<file path="src/rtl/cnv_ram.sv">
// Generic simple dual-port RAM: one write port, one registered read port.
// No dependencies.
`default_nettype none
module cnv_ram #(
    parameter int WIDTH = 8,
    parameter int DEPTH = 64
) (
    input  wire logic                             clk,
    input  wire logic                             we,
    input  wire logic [$clog2(DEPTH > 1 ? DEPTH : 2)-1:0] waddr,
    input  wire logic [WIDTH-1:0]                 wdata,
    input  wire logic [$clog2(DEPTH > 1 ? DEPTH : 2)-1:0] raddr,
    output logic      [WIDTH-1:0]                 rdata
);

    logic [WIDTH-1:0] mem [DEPTH];

    always_ff @(posedge clk)
    begin
        if (we)
        begin
            mem[waddr] <= wdata;
        end
        rdata <= mem[raddr];
    end

endmodule
`default_nettype wire

</file>
<file path="config.mk">
export PLATFORM = sky130hd
export DESIGN_NAME = cnv_ram
export DESIGN_NICKNAME = d
export VERILOG_FILES = /design/src/rtl/cnv_ram.sv
export SDC_FILE = /design/constraint.sdc
export NUM_CORES = 1
export LEC_CHECK = 0
export BUFFER_PORTS_ARGS = -buffer_cell sky130_fd_sc_hd__buf_2
export CAP_MARGIN = 40
export CORE_ASPECT_RATIO = 0.8
export CORE_MARGIN = 5
export CORE_UTILIZATION = 45
export CTS_CLUSTER_SIZE = 25
export DETAILED_ROUTE_END_ITERATION = 10
export PLACE_DENSITY = 0.62
export SYNTH_ARGS = -nofsm -noshare
export SYNTH_HDL_FRONTEND = slang
export SYNTH_SLANG_ARGS = --single-unit
</file>
<file path="constraint.sdc">
create_clock -name clk -period 3.84 [get_ports clk]
set_clock_uncertainty 0.2 [all_clocks]
set_input_delay 0.576 -clock clk [delete_from_list [all_inputs] [get_ports clk]]
set_output_delay 0.576 -clock clk [all_outputs]
set_load 0.02 [all_outputs]
</file>
* Yosys cells after proc, flatten, opt, wreduce, memory -nomap -nowiden
Memories as Yosys holds them, arrays and structs flattened. A register that Yosys moved wholly into a read port is not among the register bits.
Index checks and enable logic that the tools add are counted.
** Word-level totals
- Register bits after elaboration :: 0
- RAM bits :: 512
- Bits of input ports :: 22
- Output and inout port bits :: 8
- Logic and storage cells :: 3
- Memories :: 1
** Cells by class
- Muxes and demuxes :: 2
** Memory list
- mem :: depth 64, bits a word 8, read ports 1, clocked after Yosys merged registers in 1, wr ports 1, RTL line 16 : logic [WIDTH-1:0] mem [DEPTH];
** Operator list (number)
- 1-bit two-way mux :: 2

* Longest topological paths before layout
- Depth after elaboration :: 2
- Depth in mapped cells :: 9
- Mapped depth without buffers :: 5

* Worst setup path after synthesis
No wires, ideal clock.
- Kind :: input-to-reg
- Start point :: input port raddr[1] in the netlist's numbering
- End point :: register rdata[3] (read register of mem)
- Library setup time :: 128 ps
- Arrival :: 2116 ps
- Required time :: 3512 ps
- Slack :: 1396 ps
- Stages :: 7
- Buffers on the path :: 3
- Path through :: buf_4 -> buf_2 -> buf_2 -> mux4_2 -> mux4_2 -> o21ai_1 -> o41ai_1
** RTL lines
- start, declared :: RTL line 12 : input wire logic [$clog2(DEPTH > 1 ? DEPTH : 2)-1:0] raddr,
- end, declared :: RTL line 13 : output logic [WIDTH-1:0] rdata

==> run summary <==
The die covers 0.0492 mm². The synthesized flop and latch total came out at 520. For the finished layout, the period the worst path requires is 2.85 ns.

The number of top-level pins came out at 30. The post-route netlist has 28.6% of its cells at a drive strength greater than 1. Leaving out fill and tap cells, the most frequent cells in the layout are sky130_fd_sc_hd__edfxtp_1, sky130_fd_sc_hd__mux4_2, sky130_fd_sc_hd__nor2_1, sky130_fd_sc_hd__buf_4, sky130_fd_sc_hd__clkbuf_16. Buffers inserted during clock tree synthesis total 49. The number of global-route vias before repair came out at 9812. The count of final max-slew check failures is 0. In this run the tightest slew margin relative to its limit is 27.6%. After synthesis, the largest family of logic cells by area is multiplexers. The height of the die is 199 µm. The clock insertion delay at the later pin of the skew report came out at 0.58 ns.

The adder and majority cell fraction of the synthesized area came out at 0%. The count of non-filler cells in the finished layout came out at 1688. The largest fanout on the critical path is 21. The ratio of routed vias to standard cells is 5.74.

The worst setup path is launched from an input port. The worst path required time is 4.07 ns. The tree is rooted in a sky130_fd_sc_hd__clkbuf_16. The number of antenna repair diodes is 0.

In this run the remaining antenna-violating nets after routing total 0. The maximum clock rate is 351 MHz. The overall via count from detail_route came out at 9694. The worst-case IR drop observed on VDD is 0.436 mV. By startpoint and endpoint, the worst setup path is classified as in -> reg. The number of failing hold endpoints at the final stage is 0. Among all flip-flop cells after synthesis, the most frequent one is sky130_fd_sc_hd__edfxtp_1. The cell area power density is 504 mW/mm².

Once the clock tree was built, the resizer swapped 0 gates to a different size. The net count of the mapped netlist is 962. Summing the areas of all compound-gate instances in the mapped netlist gives 2.07% of the synthesized area. The cell depth of the worst hold path is 1. The congestion estimate from routability-driven global placement came to 0.793. The hold buffer count at cts is 0. The post-CTS setup repair buffer count is 0. The max-cap violation count is 0.

The final critical-path share of the clock period is 74.2%. The number of core rows came out at 69. The cell area after synthesis is 0.0202 mm². The wire length of the first global-routing pass came out at 67200 µm. The wire length after detailed routing came out at 45500 µm. Sequential cells were found to cover 77.0% of the synthesized design area.

The number of synthesized flops with an enable pin came out at 512. In the final routed layout, each cell accounts on average for 27.0 µm. The mux share of post-synthesis cell area came out at 15.9%. The total number of clock tree sinks is 520. The number of iterations in the first detailed-routing pass is 5. The initial antenna violation count was 3. The type of destination of the critical path is a flop.

The number of warnings printed during yosys synthesis came out at 0. The final number of setup-violating endpoints came out at 0. STA puts the critical path data arrival time at 3.08 ns.

The average cell area after synthesis came out at 21.5 µm². The cell depth of the worst flop-to-flop path is 4. After Yosys synthesis, XOR and XNOR cells account for 0% of the synthesized area. The total overflow reported by the global router is 0. The cell leakage power came out at 7.25 nW.

The region available for standard cell placement spans 0.0444 mm². The number of instances in the synthesized netlist came out at 940. In this run, distinct cell masters in the synthesized netlist total 40.

The number of buffers inserted by port buffering is 29. The violation count after the first detailed-routing iteration came out at 967. In this run the number of H-tree levels came out at 2. The post-layout net count is 1066. The residual DRC count came out at 0.

The pin slew with the least headroom to its limit is 1.09 ns. The TritonCTS clock tree is built. The run finished with clean final reports. After clock tree synthesis, the clock-pin slew on the worst setup and hold paths is 0.06 ns. Leaving out fill and tap cells, the most frequent cell in the layout is sky130_fd_sc_hd__edfxtp_1. The pin count of the biggest net entering global routing came out at 54. The min-delay analysis places its worst path in the category in -> reg. Setup repair after global routing left no endpoint under its margin. The overall power after layout is 11.6 mW. The layout overhead on the synthesized area is 13.9%. The total negative slack for setup checks came out at 0 ns. The final worst hold slack came out at 0.221 ns.

The total global-route track usage came out at 18.8%. The clock tree buffer depth came out at 3. The die span in x came out at 247 µm. The fraction of registers with async set or reset after synthesis came out at 0%. The HPWL reported at the end of detailed placement is 28700 µm. Counting tap cells, the placed design contains a total of 1595 instances.

After Yosys synthesis, and, or, nand and nor cells account for 3.39% of the synthesized area. The initial utilization of the core area, before any placement, comes to 45.4%.
## power breakdown
group	internal (mW)	total (mW)	switching [mW]	leakage (nW)
sequential	6.28	6.30	0.0237	4.67
combinational	0.233	0.603	0.370	1.82
clock	2.64	4.67	2.02	0.750
## synthesized netlist by cell type (8+ instances only)
master | count | area share [%]
sky130_fd_sc_hd__nor2_1 | 83 | 1.5
sky130_fd_sc_hd__nor2b_1 | 14 | 0.43
sky130_fd_sc_hd__edfxtp_1 | 512 | 76
sky130_fd_sc_hd__o22ai_1 | 8 | 0.25
sky130_fd_sc_hd__mux4_2 | 126 | 14
sky130_fd_sc_hd__clkbuf_1 | 17 | 0.32
sky130_fd_sc_hd__buf_2 | 11 | 0.27
sky130_fd_sc_hd__mux2i_1 | 23 | 1.1
sky130_fd_sc_hd__o221ai_1 | 8 | 0.35
sky130_fd_sc_hd__mux2_2 | 13 | 0.73
sky130_fd_sc_hd__nand3_1 | 13 | 0.32
sky130_fd_sc_hd__buf_4 | 13 | 0.48
sky130_fd_sc_hd__nand2_1 | 19 | 0.35
sky130_fd_sc_hd__dfxtp_1 | 8 | 0.79
## state kept, by name (all words and copies together) (netlist names)
name	flops
mem	512
rdata	8
## worst max-delay path, stage by stage
cell,delay [ns]
sky130_fd_sc_hd__buf_4,0.32
sky130_fd_sc_hd__buf_4,0.27
sky130_fd_sc_hd__mux4_2,0.54
sky130_fd_sc_hd__mux2_2,0.30
sky130_fd_sc_hd__a221oi_1,0.92
sky130_fd_sc_hd__o2bb2ai_1,0.15
## through the flow
| stage | instance area [µm²] | setup WS (ns) | utilization, % |
|---|---|---|---|
| 6_report | 23000 | 0.989 | 51.8 |
| 5_1_grt | 23000 | 0.957 | 51.8 |
| 4_1_cts | 23000 | 1.03 | 51.7 |
| 3_5_place_dp | 21400 | 0.403 | 48.3 |
| 3_3_place_gp | 21300 | 0.390 | 48.0 |
| 2_1_floorplan | 20200 | 1.40 | - |
## routing by layer
metal  vias to the layer above  wire, µm  GRT usage, %
li1                       4133         -             -
met1                      5160     20500          28.4
met2                       335     20600          28.3
met3                        60      3520          4.40
met4                         6       805          4.09
met5                         -        46             0
## path summary, 6_finish.rpt
path         startpoint          to  slack (ns)
min            wdata[6]  mem[61][6]        0.22
max reg2reg  mem[45][1]    rdata[1]        1.27
max            raddr[1]    rdata[1]        0.99
min reg2reg  mem[26][4]    rdata[4]        0.64
## cell families (layout without fill, tap and decap cells)
logic type,Yosys count,count (layout)
DFF,520,520
muxes,162,162
and+or+nand+nor,153,153
buffers and inverters,51,196
AOI/OAI and AO/OA,54,54
## cell type report
type	instances	area (µm²)
clock buffers	70	1390
clock inverters	22	151
fillers	3495	21400
multi-input cells	369	4320
flip-flops and latches	520	15500
well taps	603	754
repair buffers	104	822
Power figures use the tool's default switching activity.
