`config.mk`:
```
export PLATFORM = sky130hd
export DESIGN_NAME = cnv_queue
export DESIGN_NICKNAME = d
export VERILOG_FILES = /design/src/rtl/cnv_pkg.sv /design/src/rtl/cnv_queue.sv
export SDC_FILE = /design/constraint.sdc
export NUM_CORES = 1
export LEC_CHECK = 0
export BUFFER_PORTS_ARGS = -buffer_cell sky130_fd_sc_hd__buf_2
export CELL_PAD_IN_SITES_DETAIL_PLACEMENT = 1
export CELL_PAD_IN_SITES_GLOBAL_PLACEMENT = 2
export CORE_ASPECT_RATIO = 1.2
export CORE_MARGIN = 5
export CORE_UTILIZATION = 42
export DETAILED_ROUTE_END_ITERATION = 16
export MAX_ROUTING_LAYER = met4
export PLACE_DENSITY = 0.86
export SETUP_SLACK_MARGIN = 0.15
export SLEW_MARGIN = 20
export SYNTH_ARGS = -nofsm -noshare
export SYNTH_HDL_FRONTEND = slang
export SYNTH_SLANG_ARGS = --single-unit
```
`constraint.sdc`:
```
create_clock -name clk -period 1.54 [get_ports clk]
set_input_delay 0.231 -clock clk [delete_from_list [all_inputs] [get_ports clk]]
set_output_delay 0.231 -clock clk [all_outputs]
set_load 0.02 [all_outputs]
```
`src/rtl/cnv_pkg.sv`:
```
// Shared constants and types for the clamp-to-edge convolution block.
// Used by cnv_queue, cnv_front, cnv_back and the top level; no dependencies of its own.
`default_nettype none
package cnv_pkg;

    localparam int MAX_KERNEL_DEF = 7;
    localparam int MAX_WIDTH_DEF  = 1024;
    localparam int MAX_HEIGHT_DEF = 1024;
    localparam int QUEUE_DEPTH    = 4;

    // Operation codes of an input transaction
    localparam logic [1:0] OP_LOAD  = 2'd0;
    localparam logic [1:0] OP_PIXEL = 2'd1;
    localparam logic [1:0] OP_DRAIN = 2'd2;
    localparam logic [1:0] OP_NONE  = 2'd3;

    // Configuration register indexes
    localparam logic [1:0] CFG_KERNEL = 2'd0;
    localparam logic [1:0] CFG_WIDTH  = 2'd1;
    localparam logic [1:0] CFG_HEIGHT = 2'd2;
    localparam logic [1:0] CFG_NONE   = 2'd3;

    localparam logic [2:0]  KERNEL_RST = 3'd3;
    localparam logic [10:0] WIDTH_RST  = 11'd640;
    localparam logic [10:0] HEIGHT_RST = 11'd480;

    localparam int FRAC_BITS  = 12;
    localparam int ROUND_HALF = 2048;
    localparam int OUT_MAX    = 131071;
    localparam int OUT_MIN    = -131072;
    localparam int PROD_W     = 25;

    // Back-end status seen by the front end
    typedef struct packed {
        logic idle;      // no job in flight in the back end
        logic fe_done;   // frame-end result left the output register
    } back_stat_t;

endpackage
`default_nettype wire

```
`src/rtl/cnv_queue.sv`:
```
// Short job FIFO between front and back end.
// Depends on cnv_pkg for the depth constant.
`default_nettype none
module cnv_queue
    import cnv_pkg::*;
#(
    parameter int WIDTH = 8
) (
    input  wire logic             clk,
    input  wire logic             rst_n,
    input  wire logic             push,
    input  wire logic [WIDTH-1:0] push_data,
    input  wire logic             pop,
    output logic      [WIDTH-1:0] pop_data,
    output logic                  full,
    output logic                  empty
);

    localparam int PW = $clog2(QUEUE_DEPTH);

    logic [WIDTH-1:0] slot_reg [QUEUE_DEPTH];
    logic [PW-1:0]    wr_reg, rd_reg;
    logic [PW:0]      cnt_reg;

    assign full     = (cnt_reg == (PW+1)'(QUEUE_DEPTH));
    assign empty    = (cnt_reg == '0);
    assign pop_data = slot_reg[rd_reg];

    always_ff @(posedge clk)
    begin
        if (push)
        begin
            slot_reg[wr_reg] <= push_data;
        end
    end

    always_ff @(posedge clk or negedge rst_n)
    begin
        if (!rst_n)
        begin
            wr_reg  <= '0;
            rd_reg  <= '0;
            cnt_reg <= '0;
        end
        else
        begin
            if (push)
            begin
                wr_reg <= wr_reg + PW'(1);
            end
            if (pop)
            begin
                rd_reg <= rd_reg + PW'(1);
            end
            if (push && !pop)
            begin
                cnt_reg <= cnt_reg + (PW+1)'(1);
            end
            else if (pop && !push)
            begin
                cnt_reg <= cnt_reg - (PW+1)'(1);
            end
        end
    end

endmodule
`default_nettype wire

```
* After elaboration in Yosys (flattened, before gate mapping)
Memory sizes are Yosys's and may differ from the RTL's.
Cells that the tools add are included.
** Word-level totals
- Register bits :: 7
- Bits in latches :: 0
- RAM bits :: 32
- ROM bits :: 0
- Bits of input ports :: 12
- Output and inout bits :: 10
- Logic and storage cells :: 19
- Memories kept :: 1
** Memory list
- slot_reg :: words 4, bits a word 8, read ports 1, clocked after memory_dff 0, write ports 1, RTL line cnv_queue.sv:21 : logic [WIDTH-1:0] slot_reg [QUEUE_DEPTH];
** Cells by class
- Add/sub/neg operators :: 4
- Multipliers :: 0
- Div/mod/pow operators :: 0
- $lt $le $gt $ge :: 0
- Eq/ne operators :: 1
- Shift operators :: 0
- Multiplexer cells :: 4
- Bitwise operators :: 0
- Reduce and logical (&&, ||, !) cells :: 6
** Operator list (count)
- $mux W3 :: 2
- $add A2 B1 Y2 const B :: 2
- $add A3 B1 Y3 const B :: 1
- $eq A3 B3 Y1 const B :: 1
- $logic_not A3 Y1 :: 1
- $sub A3 B1 Y3 const B :: 1
- $logic_and A1 B1 Y1 :: 2
- $logic_not A1 Y1 :: 2
- $mux W1 :: 2
- $reduce_bool A2 Y1 :: 1

* Depth between registers and ports, before layout
- Depth in word-level cells :: 4
- Mapped depth :: 7
- Gate-level depth less buffers :: 7

* Least setup slack after synthesis
Ideal clock, no wire load.
- Path type :: register -> register
- From :: register cnt_reg[0]
- To :: register cnt_reg[2]
- Setup time :: 0.079 ns
- Arrival :: 1.237 ns
- Data required time :: 1.461 ns
- Setup slack :: 0.224 ns
- Stages on the path, launching flop included :: 5
- Path buffers :: 0
- Period minus slack after synthesis :: 1.316 ns
- Cells stage by stage :: dfrtp_1 -> fa_1 -> xor2_1 -> nor2_1 -> xor2_1
** Between the ends
- Word-level cells in the longest chain between the ends :: 3
- Elaborated cells on any way between the ends :: 4
- Those cells by class :: 2 x add/sub; 2 x mux
** RTL lines
- start, declared :: RTL line cnv_queue.sv:23 : logic [PW:0] cnt_reg;
- start signal, assigned :: RTL line cnv_queue.sv:57 : cnt_reg <= cnt_reg + (PW+1)'(1);
- start signal, assigned :: RTL line cnv_queue.sv:61 : cnt_reg <= cnt_reg - (PW+1)'(1);
- $sub A3 B1 Y3 :: RTL line cnv_queue.sv:61
- $mux W3 :: RTL line cnv_queue.sv:59 : else if (pop && !push)
- $mux W3 (*) :: RTL line cnv_queue.sv:55 : if (push && !pop)
Every way passes the cells marked *; elsewhere a longest branch is shown, timed or not. The select of a mux whose other input is x is not followed.
A chain may end at the register's enable or synchronous reset.

* Final worst setup path
- From :: register rd_reg[0]
- To :: output port pop_data[4]
** Between the ends
- Word-level cells in the longest chain between the ends :: 1
** RTL lines
- start, declared :: RTL line cnv_queue.sv:22 : logic [PW-1:0] wr_reg, rd_reg;
- start signal, assigned :: RTL line cnv_queue.sv:53 : rd_reg <= rd_reg + PW'(1);
- $mem_v2 Z4 W8
- end, declared :: RTL line cnv_queue.sv:14 : output logic [WIDTH-1:0] pop_data,
Every way passes these cells.

==> impl_metrics.ini <==
[status]
outcome = finished with violations
failed_checks = setup timing

[placed_design]
pre_cts_ws_ns = -0.0486
dpl.hpwl_um = 1910
routabilityCongestion = 0.627
dpl-instance-area_um2 = 1740
portBuffers = 21

[critical_path]
worstPathArrival_ns = 1.49
critPathCaptureType = output pin
required_ns = 1.31
critical_path_class = reg -> out
cp_max_fo = 9
critPathLaunchType = flip-flop
r2r_cells = 4

[sta]
worst_slack_ns = -0.182
period_needed_ns = 1.72
slew_headroom_pct = 70.4
finalHoldViolations = 0
fin_skew_ns = 0.00236
fmax_mhz = 581
setup_viol = 8
drv_slew = 0
rsz0062_at_grt = true
fin_crit_sh_pct = 112
worst_pin_slew_ns = 0.444
setup_tns_ns = -1.28

[yosys]
yosys-top-cells-count = edfxtp_1 (32), mux4_2 (8), dfrtp_1 (7)
syn_nets = 94
synth_top_area_share_pct = 62.1
synth_largest_area_cell = edfxtp_1
yosys.cell_count.top_type = edfxtp_1
yosys_most_used_dff = edfxtp_1
synth.yosys.seq_area_share_pct = 73.4
avgSynthCellArea_um2 = 20.4
syn_inst = 76
synth-edff-count = 32
syn_area_um2 = 1550
ys_warn_count = 0
synthDistinctLibCells = 17
synth.top_cells.by_area = edfxtp_1 (62%), mux4_2 (12%), dfrtp_1 (11%)
async_flop_share_pct = 17.9
synth_seq_cells = 39

[global_routing]
globalRoute.totalOverflow = 0
antenna_found_initial = 0
grt_pass1_wl_um = 4340
grt_pass1_vias = 849
grt_max_degree = 13
gr-usage-all-layers_pct = 12.3

[detailed_routing]
final_antenna_net_count = 0
wire_per_inst_um = 17.8
first_pass_iters = 2
vias_per_cell = 5.15
routed_wl_um = 2670
drc = 0
dr_total_vias = 773
drt_iter0_markers = 41

[power_and_ir_drop]
p_per_area_nw_per_um2 = 1880
ir_drop_mv = 0.859
p_leak_nw = 0.718

[layout]
design_area_um2 = 1880
multi_input_area_um2 = 393
largest_reg_flops = 32
drive_gt1_share_pct = 45.0
layout.nets = 128
antenna_cells = 0
ff_latch_area_um2 = 1140
fillers = 346
area_growth_pct = 21.6

[clock_tree]
clockRootBuffer = clkbuf_8
cts_sinks = 39
clock_latency_ns = 0.29
clock_path_buffers = 2
clk_pin_slew_ns = 0.07
cts_tree = yes
numCtsBuffers = 5
cts_max_level = 2

[die]
pin_count = 22
die_h_um = 76.5
die_area_um2 = 5000
design.core.area_um2 = 3600
placementRows = 24
die_w_um = 65.4
initial_core_util_pct = 43.0

[flow_run]
maxCapViolations = 0

[worst_hold_path]
whs_path_depth = 1
hold_path_class = in -> reg
==> power by group <==
part / leakage, nW / switching, W / internal (W)
combinational: 0.294 / 0.000601 / 0.000595
clock: 0.0505 / 0.000335 / 0.000407
sequential: 0.374 / 0.000187 / 0.00142
total: 0.718 / 0.00112 / 0.00242
==> layout by cell type, fill, tap and decap left out, types with 4 or more instances in the layout <==
cell | netlist | routed
dfrtp_1 | 7 | 5
inv_1 | 4 | 4
xor2_1 | 4 | 4
edfxtp_1 | 32 | 32
ha_1 | 5 | 5
buf_2 | 1 | 20
and2_1 | 4 | 4
mux4_2 | 8 | 8
clkbuf_8 | 0 | 7
buf_4 | 0 | 7
==> kinds of logic (layout without fill, tap and decap cells) <==
logic type	count (synthesis)	after routing	share of synthesized area (%)
multiplexers	9	9	12.4
flip-flops	39	39	73.4
buffers and inverters	6	41	2.02
adder cells (fa/ha/maj)	6	6	5.34
XOR/XNOR	6	6	3.40
AND/OR/NAND/NOR	9	9	3.15
AO/OA/AOI/OAI	1	1	0.323
==> repair_timing <==
item | 4_1_cts | 5_1_grt
resized for setup | 1 | 5
hold endpoints to repair | 7 | 0
setup endpoints to repair | 10 | 11
hold buffers | 1 | 0
pin swaps | 3 | 1
buffers inserted | 2 | 0
==> path summary, 6_finish.rpt <==
kind | startpoint | end | slack [ns]
max in group asynchronous | rst_n | cnt_reg[1] | 1.07
worst min register to register | wr_reg[0] | wr_reg[0] | 0.53
worst min-delay path | push_data[7] | slot_reg[1][7] | 0.15
worst max register to register | cnt_reg[1] | cnt_reg[2] | 0.20
min in group asynchronous | rst_n | wr_reg[1] | 0.30
worst max-delay path | rd_reg[0] | pop_data[4] | -0.18
==> per-stage QoR <==
step                utilization [%]  power, W  cells  hold WS [ns]
floorplan                         -   0.00237     76       -0.0646
global placement               48.2   0.00273    139        0.0714
detailed placement             48.2   0.00280    139        0.0721
CTS                            51.8   0.00359    150         0.146
global route                   52.2   0.00376    150         0.139
finish                         52.2   0.00354    150         0.154
==> worst max-delay path, cell delays in order (launching register included) <==
cell	delay (ns)
dfrtp_1	0.37
buf_12	0.15
mux4_2	0.51
buf_2	0.18
==> cell type report <==
| cell class | count | area share (%) |
|---|---|---|
| repair buffers | 29 | 9.71 |
| clock buffers | 7 | 5.12 |
| flip-flops and latches | 39 | 60.5 |
| multi-input cells | 31 | 20.9 |
| inverters | 4 | 0.798 |
| clock inverters | 1 | 0.399 |
| well taps | 39 | 2.59 |
==> per-layer routing <==
metal | vias to the layer above | track usage (%) | share of wire, %
met5 | - | - | 0
met4 | 0 | 4.36 | 1.2
met3 | 6 | 4.28 | 5.5
met2 | 21 | 21.2 | 54
met1 | 390 | 12.8 | 39
li1 | 356 | - | -
Power figures use the tool's default switching activity.
