## src/rtl/cnv_pkg.sv

```systemverilog
// Shared constants and types for the clamp-to-edge convolution block.
// Used by cnv_queue, cnv_front, cnv_back and the top level; no dependencies of its own.
`default_nettype none
package cnv_pkg;

    localparam int MAX_KERNEL_DEF = 7;
    localparam int MAX_WIDTH_DEF  = 1024;
    localparam int MAX_HEIGHT_DEF = 1024;
    localparam int QUEUE_DEPTH    = 4;

    // Operation codes of an input transaction
    localparam logic [1:0] OP_LOAD  = 2'd0;
    localparam logic [1:0] OP_PIXEL = 2'd1;
    localparam logic [1:0] OP_DRAIN = 2'd2;
    localparam logic [1:0] OP_NONE  = 2'd3;

    // Configuration register indexes
    localparam logic [1:0] CFG_KERNEL = 2'd0;
    localparam logic [1:0] CFG_WIDTH  = 2'd1;
    localparam logic [1:0] CFG_HEIGHT = 2'd2;
    localparam logic [1:0] CFG_NONE   = 2'd3;

    localparam logic [2:0]  KERNEL_RST = 3'd3;
    localparam logic [10:0] WIDTH_RST  = 11'd640;
    localparam logic [10:0] HEIGHT_RST = 11'd480;

    localparam int FRAC_BITS  = 12;
    localparam int ROUND_HALF = 2048;
    localparam int OUT_MAX    = 131071;
    localparam int OUT_MIN    = -131072;
    localparam int PROD_W     = 25;

    // Back-end status seen by the front end
    typedef struct packed {
        logic idle;      // no job in flight in the back end
        logic fe_done;   // frame-end result left the output register
    } back_stat_t;

endpackage
`default_nettype wire

```

## src/rtl/cnv_back.sv

```systemverilog
// Back end: per-job tap sequencer, clamped address generation, MAC pipeline,
// rounding, saturation and the output register. Depends on cnv_pkg.
`default_nettype none
module cnv_back
    import cnv_pkg::*;
#(
    parameter int MAX_KERNEL = MAX_KERNEL_DEF,
    parameter int MAX_WIDTH  = MAX_WIDTH_DEF,
    parameter int MAX_HEIGHT = MAX_HEIGHT_DEF,
    localparam int TD  = MAX_KERNEL * MAX_KERNEL,
    localparam int CIW = (TD > 1) ? $clog2(TD) : 1,
    localparam int KW  = $clog2(MAX_KERNEL + 1),
    localparam int WW  = $clog2(MAX_WIDTH + 1),
    localparam int HW  = $clog2(MAX_HEIGHT + 1),
    localparam int CW  = $clog2(MAX_WIDTH),
    localparam int RW  = $clog2(MAX_HEIGHT),
    localparam int SD  = MAX_KERNEL * MAX_WIDTH,
    localparam int SAW = $clog2(SD),
    localparam int JW  = 1 + SAW + RW + CW
) (
    input  wire logic               clk,
    input  wire logic               rst_n,
    input  wire logic [KW-1:0]      eff_k,
    input  wire logic [WW-1:0]      eff_w,
    input  wire logic [HW-1:0]      eff_h,
    input  wire logic               q_empty,
    input  wire logic [JW-1:0]      q_data,
    output logic                    q_pop,
    output logic      [SAW-1:0]     pix_raddr,
    input  wire logic [7:0]         pix_rdata,
    output logic      [CIW-1:0]     coef_raddr,
    input  wire logic [15:0]        coef_rdata,
    input  wire logic [TD-1:0]      coef_valid,
    output logic                    out_valid,
    input  wire logic               out_ready,
    output logic signed [17:0]      filtered_value,
    output logic                    frame_end,
    output back_stat_t              bstat
);

    localparam int ACC_W = PROD_W + CIW;
    localparam int OFF_W = SAW + 2;
    localparam int RSW   = RW + 2;
    localparam int CSW   = CW + 2;

    localparam logic [1:0] S_IDLE = 2'd0;
    localparam logic [1:0] S_RUN  = 2'd1;
    localparam logic [1:0] S_WAIT = 2'd2;
    localparam logic [1:0] S_PUT  = 2'd3;

    logic [1:0]               state_reg;
    logic [JW-1:0]            job_reg;
    logic [KW-1:0]            i_reg, j_reg;
    logic [CIW-1:0]           rbase_reg;
    logic                     v1_reg, v2_reg, cv1_reg;
    logic signed [PROD_W-1:0] prod_reg;
    logic signed [ACC_W-1:0]  acc_reg;
    logic                     out_valid_reg, out_fe_reg;
    logic signed [17:0]       out_value_reg;

    logic [CW-1:0]            j_col;
    logic [RW-1:0]            j_row;
    logic [SAW-1:0]           j_base;
    logic                     j_fe;
    logic [KW-1:0]            half;
    logic signed [RSW-1:0]    rr, dr;
    logic signed [CSW-1:0]    cc, dc;
    logic signed [OFF_W-1:0]  drw, sum;
    logic                     last_j, last_i, out_free;
    logic signed [ACC_W:0]    a_ext, mag, qv, rounded;
    logic signed [17:0]       sat;
    logic signed [15:0]       coef_eff;

    assign j_col  = job_reg[CW-1:0];
    assign j_row  = job_reg[CW+RW-1:CW];
    assign j_base = job_reg[CW+RW+SAW-1:CW+RW];
    assign j_fe   = job_reg[JW-1];
    assign half   = eff_k >> 1;

    // Tap address: clamp row and column, then offset from the centre pixel
    always_comb
    begin
        rr = $signed(RSW'(j_row)) - $signed(RSW'(half)) + $signed(RSW'(i_reg));
        if (rr < 0)
        begin
            rr = '0;
        end
        else if (rr > $signed(RSW'(eff_h)) - $signed(RSW'(1)))
        begin
            rr = $signed(RSW'(eff_h)) - $signed(RSW'(1));
        end
        dr = rr - $signed(RSW'(j_row));
        cc = $signed(CSW'(j_col)) - $signed(CSW'(half)) + $signed(CSW'(j_reg));
        if (cc < 0)
        begin
            cc = '0;
        end
        else if (cc > $signed(CSW'(eff_w)) - $signed(CSW'(1)))
        begin
            cc = $signed(CSW'(eff_w)) - $signed(CSW'(1));
        end
        dc  = cc - $signed(CSW'(j_col));
        drw = $signed(OFF_W'(dr)) * $signed(OFF_W'({1'b0, eff_w}));
        sum = $signed(OFF_W'(j_base)) + drw + OFF_W'(dc);
        if (sum < 0)
        begin
            sum = sum + $signed(OFF_W'(SD));
        end
        else if (sum >= $signed(OFF_W'(SD)))
        begin
            sum = sum - $signed(OFF_W'(SD));
        end
    end

    assign pix_raddr  = sum[SAW-1:0];
    assign coef_raddr = rbase_reg + CIW'(j_reg);
    assign last_j     = (j_reg == eff_k - KW'(1));
    assign last_i     = (i_reg == eff_k - KW'(1));
    assign q_pop      = (state_reg == S_IDLE) && !q_empty;
    assign out_free   = !out_valid_reg || out_ready;
    assign coef_eff   = cv1_reg ? $signed(coef_rdata) : 16'sd0;

    // Round half away from zero, then saturate
    always_comb
    begin
        a_ext = (ACC_W+1)'(acc_reg);
        mag   = (a_ext < 0) ? -a_ext : a_ext;
        qv    = (mag + (ACC_W+1)'(ROUND_HALF)) >>> FRAC_BITS;
        rounded = (a_ext < 0) ? -qv : qv;
        if (rounded > (ACC_W+1)'(OUT_MAX))
        begin
            sat = 18'(OUT_MAX);
        end
        else if (rounded < (ACC_W+1)'(OUT_MIN))
        begin
            sat = 18'(OUT_MIN);
        end
        else
        begin
            sat = rounded[17:0];
        end
    end

    assign out_valid      = out_valid_reg;
    assign filtered_value = out_value_reg;
    assign frame_end      = out_fe_reg;
    assign bstat          = '{idle:    (state_reg == S_IDLE),
                              fe_done: (out_valid_reg && out_ready && out_fe_reg)};

    always_ff @(posedge clk)
    begin
        if (q_pop)
        begin
            job_reg <= q_data;
        end
        prod_reg <= $signed(PROD_W'($signed({1'b0, pix_rdata})))
                    * $signed(PROD_W'(coef_eff));
        if (state_reg == S_PUT && out_free)
        begin
            out_value_reg <= sat;
            out_fe_reg    <= j_fe;
        end
    end

    always_ff @(posedge clk or negedge rst_n)
    begin
        if (!rst_n)
        begin
            state_reg     <= S_IDLE;
            i_reg         <= '0;
            j_reg         <= '0;
            rbase_reg     <= '0;
            v1_reg        <= 1'b0;
            v2_reg        <= 1'b0;
            cv1_reg       <= 1'b0;
            acc_reg       <= '0;
            out_valid_reg <= 1'b0;
        end
        else
        begin
            v1_reg  <= (state_reg == S_RUN);
            cv1_reg <= coef_valid[coef_raddr];
            v2_reg  <= v1_reg;
            if (v2_reg)
            begin
                acc_reg <= acc_reg + ACC_W'(prod_reg);
            end
            if (out_valid_reg && out_ready)
            begin
                out_valid_reg <= 1'b0;
            end
            case (state_reg)
                S_IDLE:
                begin
                    if (!q_empty)
                    begin
                        i_reg     <= '0;
                        j_reg     <= '0;
                        rbase_reg <= '0;
                        acc_reg   <= '0;
                        state_reg <= S_RUN;
                    end
                end
                S_RUN:
                begin
                    if (last_j)
                    begin
                        j_reg     <= '0;
                        i_reg     <= i_reg + KW'(1);
                        rbase_reg <= rbase_reg + CIW'(MAX_KERNEL);
                        if (last_i)
                        begin
                            state_reg <= S_WAIT;
                        end
                    end
                    else
                    begin
                        j_reg <= j_reg + KW'(1);
                    end
                end
                S_WAIT:
                begin
                    if (!v1_reg && !v2_reg)
                    begin
                        state_reg <= S_PUT;
                    end
                end
                S_PUT:
                begin
                    if (out_free)
                    begin
                        out_valid_reg <= 1'b1;
                        state_reg     <= S_IDLE;
                    end
                end
                default:
                begin
                    state_reg <= S_IDLE;
                end
            endcase
        end
    end

endmodule
`default_nettype wire

```

## config.mk

```make
export PLATFORM = sky130hd
export DESIGN_NAME = cnv_back
export DESIGN_NICKNAME = d
export VERILOG_FILES = /design/src/rtl/cnv_pkg.sv /design/src/rtl/cnv_back.sv
export SDC_FILE = /design/constraint.sdc
export NUM_CORES = 1
export LEC_CHECK = 0
export BUFFER_PORTS_ARGS = -buffer_cell sky130_fd_sc_hd__buf_2
export CAP_MARGIN = 40
export CORE_MARGIN = 5
export CORE_UTILIZATION = 65
export DETAILED_ROUTE_END_ITERATION = 16
export PLACE_DENSITY = 0.88
export SYNTH_ARGS = -nofsm -noshare
export SYNTH_HDL_FRONTEND = slang
export SYNTH_SLANG_ARGS = --single-unit
export TNS_END_PERCENT = 100
```

## constraint.sdc

```tcl
create_clock -name clk -period 27.7 [get_ports clk]
set_input_delay 1.385 -clock clk [delete_from_list [all_inputs] [get_ports clk]]
set_output_delay 1.385 -clock clk [all_outputs]
set_load 0.005 [all_outputs]
```

== Word level (Yosys, flattened, before mapping) ==
Index checks and enable logic that the tools add are counted.

* Register bits after elaboration: 127
* Bits of input ports: 136
* Logic and storage cells: 103

* $add $sub $neg: 21
* $mul: 2
* Order comparisons: 10
* Equality and inequality tests: 10
* Multiplexer cells: 32
* Reduce and logical (&&, ||, !) cells: 15

{| class="wikitable"
|+ Operator list
! cell !! number
|-
| two-way mux 31 bit || 3
|-
| two-way mux 32 bit || 2
|-
| two-way mux 12 bit || 4
|-
| adder 32 x 13 -> 32 bit (second input constant) || 1
|-
| greater-than comparator 32 x 18 -> 1 bit (second input constant) || 1
|-
| less-than comparator 32 x 18 -> 1 bit (second input constant) || 1
|-
| negator 20 -> 32 bit || 1
|-
| negator 31 -> 32 bit || 1
|-
| adder 31 x 25 -> 31 bit || 1
|-
| less-than comparator 31 x 1 -> 1 bit (second input constant) || 1
|-
| two-way mux 13 bit || 2
|-
| multiplier 9 x 16 -> 25 bit || 1
|-
| adder 11 x 4 -> 12 bit || 2
|-
| greater-than comparator 12 bit || 2
|-
| less-than comparator 12 x 1 -> 1 bit (second input constant) || 2
|-
| subtractor 11 x 1 -> 12 bit (second input constant) || 2
|-
| subtractor 12 x 11 -> 12 bit || 2
|-
| subtractor 10 x 2 -> 11 bit || 2
|-
| two-way mux 18 bit || 1
|-
| two-way mux 16 bit || 1
|-
| adder 14 x 15 -> 15 bit || 1
|-
| adder 15 x 12 -> 15 bit || 1
|-
| >= comparator 15 x 14 -> 1 bit (second input constant) || 1
|-
| less-than comparator 15 x 1 -> 1 bit (second input constant) || 1
|-
| other kinds (28) || 53
|}

== Depth between registers and ports, before layout ==
* Depth in word-level cells: 12
* Depth in mapped cells: 58
* Depth with buffers taken out: 56

== Worst setup path before layout ==
Ideal clock, no wire load.

* Path kind: in2out
* From: in eff_k[1]
* To: out pix_raddr[12]
* Arrival time: 12904 ps
* Data required time: 26315 ps
* Slack: 13411 ps
* Stages on the path: 56
* Path buffers: 2
* Cell sequence: ha_1 inv_1 fa_1 xnor2_1 ha_1 a21oi_1 a21oi_1 o21ai_0 nor2_1 nor2_1 a21oi_1 nor3_1 a41oi_1 xnor2_1 ha_1 a21o_1 a2111o_1 o31a_1 (+20 left out) inv_1 fa_1 fa_1 inv_1 ha_1 a21oi_1 o21ai_0 a21o_1 a21oi_1 xnor2_1 ha_1 or4b_2 nor4_1 a22o_1 a21oi_1 nor2b_1 mux2i_1 xnor2_1

* Cells in the longest elaborated chain, start to end: 12
* Elaborated cells between the ends (all ways): 23

{| class="wikitable"
|+ Ends and longest elaborated chain
! item !! line !! RTL
|-
| start, declared || cnv_back.sv:23 || <nowiki>input wire logic [KW-1:0] eff_k,</nowiki>
|-
| subtractor 10 x 2 -> 11 bit || cnv_back.sv:83 || <nowiki>rr = $signed(RSW'(j_row)) - $signed(RSW'(half)) + $signed(RSW'(i_reg));</nowiki>
|-
| adder 11 x 4 -> 12 bit || cnv_back.sv:83 ||
|-
| greater-than comparator 12 bit || cnv_back.sv:88 || <nowiki>else if (rr > $signed(RSW'(eff_h)) - $signed(RSW'(1)))</nowiki>
|-
| two-way mux 12 bit || cnv_back.sv:88 ||
|-
| two-way mux 12 bit || cnv_back.sv:84 || <nowiki>if (rr < 0)</nowiki>
|-
| subtractor 12 x 11 -> 12 bit || cnv_back.sv:92 || <nowiki>dr = rr - $signed(RSW'(j_row));</nowiki>
|-
| multiplier 12 x 12 -> 15 bit || cnv_back.sv:103 || <nowiki>drw = $signed(OFF_W'(dr)) * $signed(OFF_W'({1'b0, eff_w}));</nowiki>
|-
| adder 14 x 15 -> 15 bit || cnv_back.sv:104 || <nowiki>sum = $signed(OFF_W'(j_base)) + drw + OFF_W'(dc);</nowiki>
|-
| adder 15 x 12 -> 15 bit (*) || cnv_back.sv:104 ||
|-
| subtractor 13 x 11 -> 13 bit or >= comparator 15 x 14 -> 1 bit (tied branches) || cnv_back.sv:111, cnv_back.sv:109 ||
|-
| two-way mux 13 bit || cnv_back.sv:109 || <nowiki>else if (sum >= $signed(OFF_W'(SD)))</nowiki>
|-
| two-way mux 13 bit (*) || cnv_back.sv:105 || <nowiki>if (sum < 0)</nowiki>
|-
| end, declared || cnv_back.sv:29 || <nowiki>output logic [SAW-1:0] pix_raddr,</nowiki>
|}

Every way passes the cells marked *; elsewhere a longest branch is shown, timed or not.

== Worst setup path after layout ==
Ends and elaborated chain as after synthesis.

==> impl_metrics.sql <==
INSERT INTO impl_metrics (metric_group, metric, value, unit) VALUES
('finish', 'largest_register_ffs', '34', ''),
('synth', 'synth.lib_cells_used.distinct', '92', ''),
('global_routing', 'grt_first_pass_wirelength', '81.81', 'mm'),
('drt', 'ant_nets', '0', ''),
('synth', 'synth_enable_flop_cells', '53', ''),
('place', 'hpwl', '39.61', 'mm'),
('clocking', 'post_cts.repair.setup_buffers', '0', ''),
('drt', 'maxUsedRoutingLayer', 'met4', ''),
('finish', 'finish.instance_area', '0.02172', 'mm2'),
('finish', 'final_net_count', '2932', ''),
('sta', 'tns', '0', 'ps'),
('global_routing', 'grt_max_degree', '129', ''),
('critical_path', 'r2r-start', 'cv1_reg$_DFF_PN0_', ''),
('clocking', 'post_cts.resized_instances', '0', ''),
('drt', 'via_per_inst', '5.939', ''),
('floorplanning', 'fp.dieH', '185.3', 'um'),
('place', 'globalplace.congestion', '0.9294', ''),
('sta', 'clock_tree_skew_after_final_layout', '15.01', 'ps'),
('floorplanning', 'core.rowCount', '64', ''),
('sta', 'max_freq', '0.06263', 'GHz'),
('min_path', 'timing.hold.worst.start', 'v1_reg$_DFF_PN0_', ''),
('finish', 'syn2layout_area_growth', '8.764', '%'),
('min_path', 'hold_path.class', 'reg2reg', ''),
('synth', 'synth_ff_type', 'edfxtp_1', ''),
('synth', 'synthesis.nets', '2797', ''),
('synth', 'synth-seq-area-share', '16.61', '%'),
('finish', 'layout.area.seq', '0.003319', 'mm2'),
('drt', 'detailroute.wirelength.met3', '3.430', 'mm'),
('clocking', 'cts_tree', 'built', ''),
('floorplanning', 'floorplan.core_area', '0.03043', 'mm2'),
('floorplanning', 'initial_core_util', '65.64', '%'),
('synth', 'ys_seq_elements', '127', ''),
('clocking', 'cts-buffers-inserted', '17', ''),
('clocking', 'clock-sinks', '127', ''),
('drt', 'detailedRoute.firstIterationViolations', '1181', ''),
('place', 'io_buffer_count', '177', ''),
('critical_path', 'critical-path-slowest-cell', 'o41ai_1', ''),
('finish', 'final_layout_size_suffix_gt1_share', '11.73', '%'),
('finish', 'leading_cell_type_in_the_layout_fill_and_taps_excluded', 'inv_1', ''),
('drt', 'wl_per_cell', '17.64', 'um'),
('sta', 'hold_viol', '0', ''),
('global_routing', 'grtUsageTotal', '29.19', '%'),
('run_status', 'status', 'finished clean', ''),
('place', 'placement.cell_area', '0.02113', 'mm2'),
('drt', 'routed_wirelength', '49.54', 'mm'),
('sta', 'finalMaxSlewViolations', '0', ''),
('finish', 'mostFrequentLayoutCells', '374 x inv_1, 198 x fa_1, 198 x ha_1', ''),
('clocking', 'clkTransAtPathRegs', '70', 'ps'),
('flow_run', 'cap_viol_max_count', '0', ''),
('synth', 'syn_inst', '2265', ''),
('clocking', 'htree_levels', '4', ''),
('sta', 'report.final.setup_viol', '0', ''),
('global_routing', 'antenna_found_initial', '0', ''),
('global_routing', 'vias_in_the_first_global_route', '17110', ''),
('critical_path', 'crit_path_start', 'eff_k[1]', ''),
('sta', 'finalCritPeriodShare', '57.65', '%'),
('floorplanning', 'io_pins', '178', ''),
('global_routing', 'gr-total-overflow', '0', ''),
('synth', 'postSynth.asyncResetShare', '38.58', '%'),
('clocking', 'cts.root.buffer_cell', 'clkbuf_16', ''),
('critical_path', 'cp-end-kind', 'primary output', ''),
('synth', 'synthesis.area', '0.01997', 'mm2'),
('clocking', 'clk-insertion-delay-late', '450', 'ps'),
('critical_path', 'startpoint_type', 'input pin', ''),
('critical_path', 'cp_slowest_stage_delay', '730', 'ps'),
('floorplanning', 'die_area', '0.03434', 'mm2'),
('critical_path', 'timing.setup.critical_path_class', 'in2out', ''),
('synth', 'synth.avg_cell_area', '8.819', 'um2'),
('drt', 'vias', '16680', ''),
('sta', 'timing_worst_slew_pin_value', '919.2', 'ps'),
('finish', 'multiInputGateArea', '0.01489', 'mm2');
==> synth_stat cells (all sizes together) (7+ instances only) <==
library cell | n | area share, %
or3 | 20 | 0.64
edfxtp | 53 | 8.0
a31oi | 18 | 0.56
o31ai | 8 | 0.30
and2 | 54 | 1.7
a21o | 34 | 1.3
or2 | 8 | 0.25
dfrtp | 49 | 6.1
nand3b | 7 | 0.28
o31a | 8 | 0.35
or4 | 18 | 0.75
nand2b | 22 | 0.69
mux2 | 8 | 0.45
fa | 198 | 20
nor2b | 26 | 0.81
o21ai | 76 | 1.9
and3 | 93 | 2.9
o21a | 14 | 0.53
nand3 | 88 | 2.3
nor4 | 12 | 0.38
clkbuf | 61 | 1.2
dfxtp | 25 | 2.5
nor3 | 34 | 0.91
a21oi | 90 | 2.3
nand2 | 127 | 2.4
o211ai | 8 | 0.30
mux2i | 31 | 1.6
nand4 | 22 | 0.69
xor2 | 45 | 2.0
ha | 198 | 12
a211o | 13 | 0.58
nor2 | 143 | 2.7
inv | 375 | 7.0
o21bai | 15 | 0.56
xnor2 | 140 | 6.1
buf | 14 | 0.52
mux4 | 15 | 1.7
a211oi | 20 | 0.75
==> cell families after synthesis <==
family	after synthesis	synth area share (%)
XOR/XNOR	187	8.375
flip-flops	127	16.61
buffers and inverters	452	8.845
multiplexers	54	3.696
adder cells (fa/ha/maj)	396	32.25
AO/OA/AOI/OAI	357	11.95
AND/OR/NAND/NOR	692	18.27
==> layer usage <==
layer | track usage [%] | vias to the layer above
met2 | 48.53 | 662
met5 | 0 | -
met3 | 4.772 | 105
met1 | 39.64 | 8008
met4 | 8.544 | 0
li1 | - | 7908
==> critical path: cells and delay by family <==
family,cells,cell delay (ps)
compound gates,16,4210
xor+xnor,4,970
fa+ha+maj,13,5390
buf+inv,9,950
mux,1,120
simple gates,7,1560
==> metrics by stage <==
stage	setup slack, ps	hold WS (ps)	instances	utilization, %
after CTS	11980	373.3	2809	71.39
after detailed placement	12050	358.5	2777	69.44
after global routing	10810	386.9	2809	71.39
after global placement	12630	355.9	2772	69.26
final	11730	370.6	2809	71.39
after floorplan	13410	348.8	2265	-
==> worst paths after layout <==
check / end / slack (ps) / cells after the start
max in group asynchronous: cv1_reg$_DFF_PN0_ / 26140 / 2
min: v2_reg$_DFF_PN0_ / 370 / 0
min in group asynchronous: acc_reg[23]$_DFF_PN0_ / 1070 / 2
max: pix_raddr[12] / 11730 / 50
min reg2reg: v2_reg$_DFF_PN0_ / 370 / 0
max reg2reg: prod_reg[24]$_DFF_P_ / 21150 / 23
==> cell type report <==
class / count / share of cell area (%)
repair buffers: 192 / 4.665
well taps: 396 / 2.281
flip-flops and latches: 127 / 15.28
clock buffers: 18 / 1.975
inverters: 376 / 6.497
clock inverters: 14 / 0.7660
multi-input cells: 1686 / 68.54
Power is not shown: default switching activity piles up to over one toggle a cycle in this logic, so the estimate is an artifact.
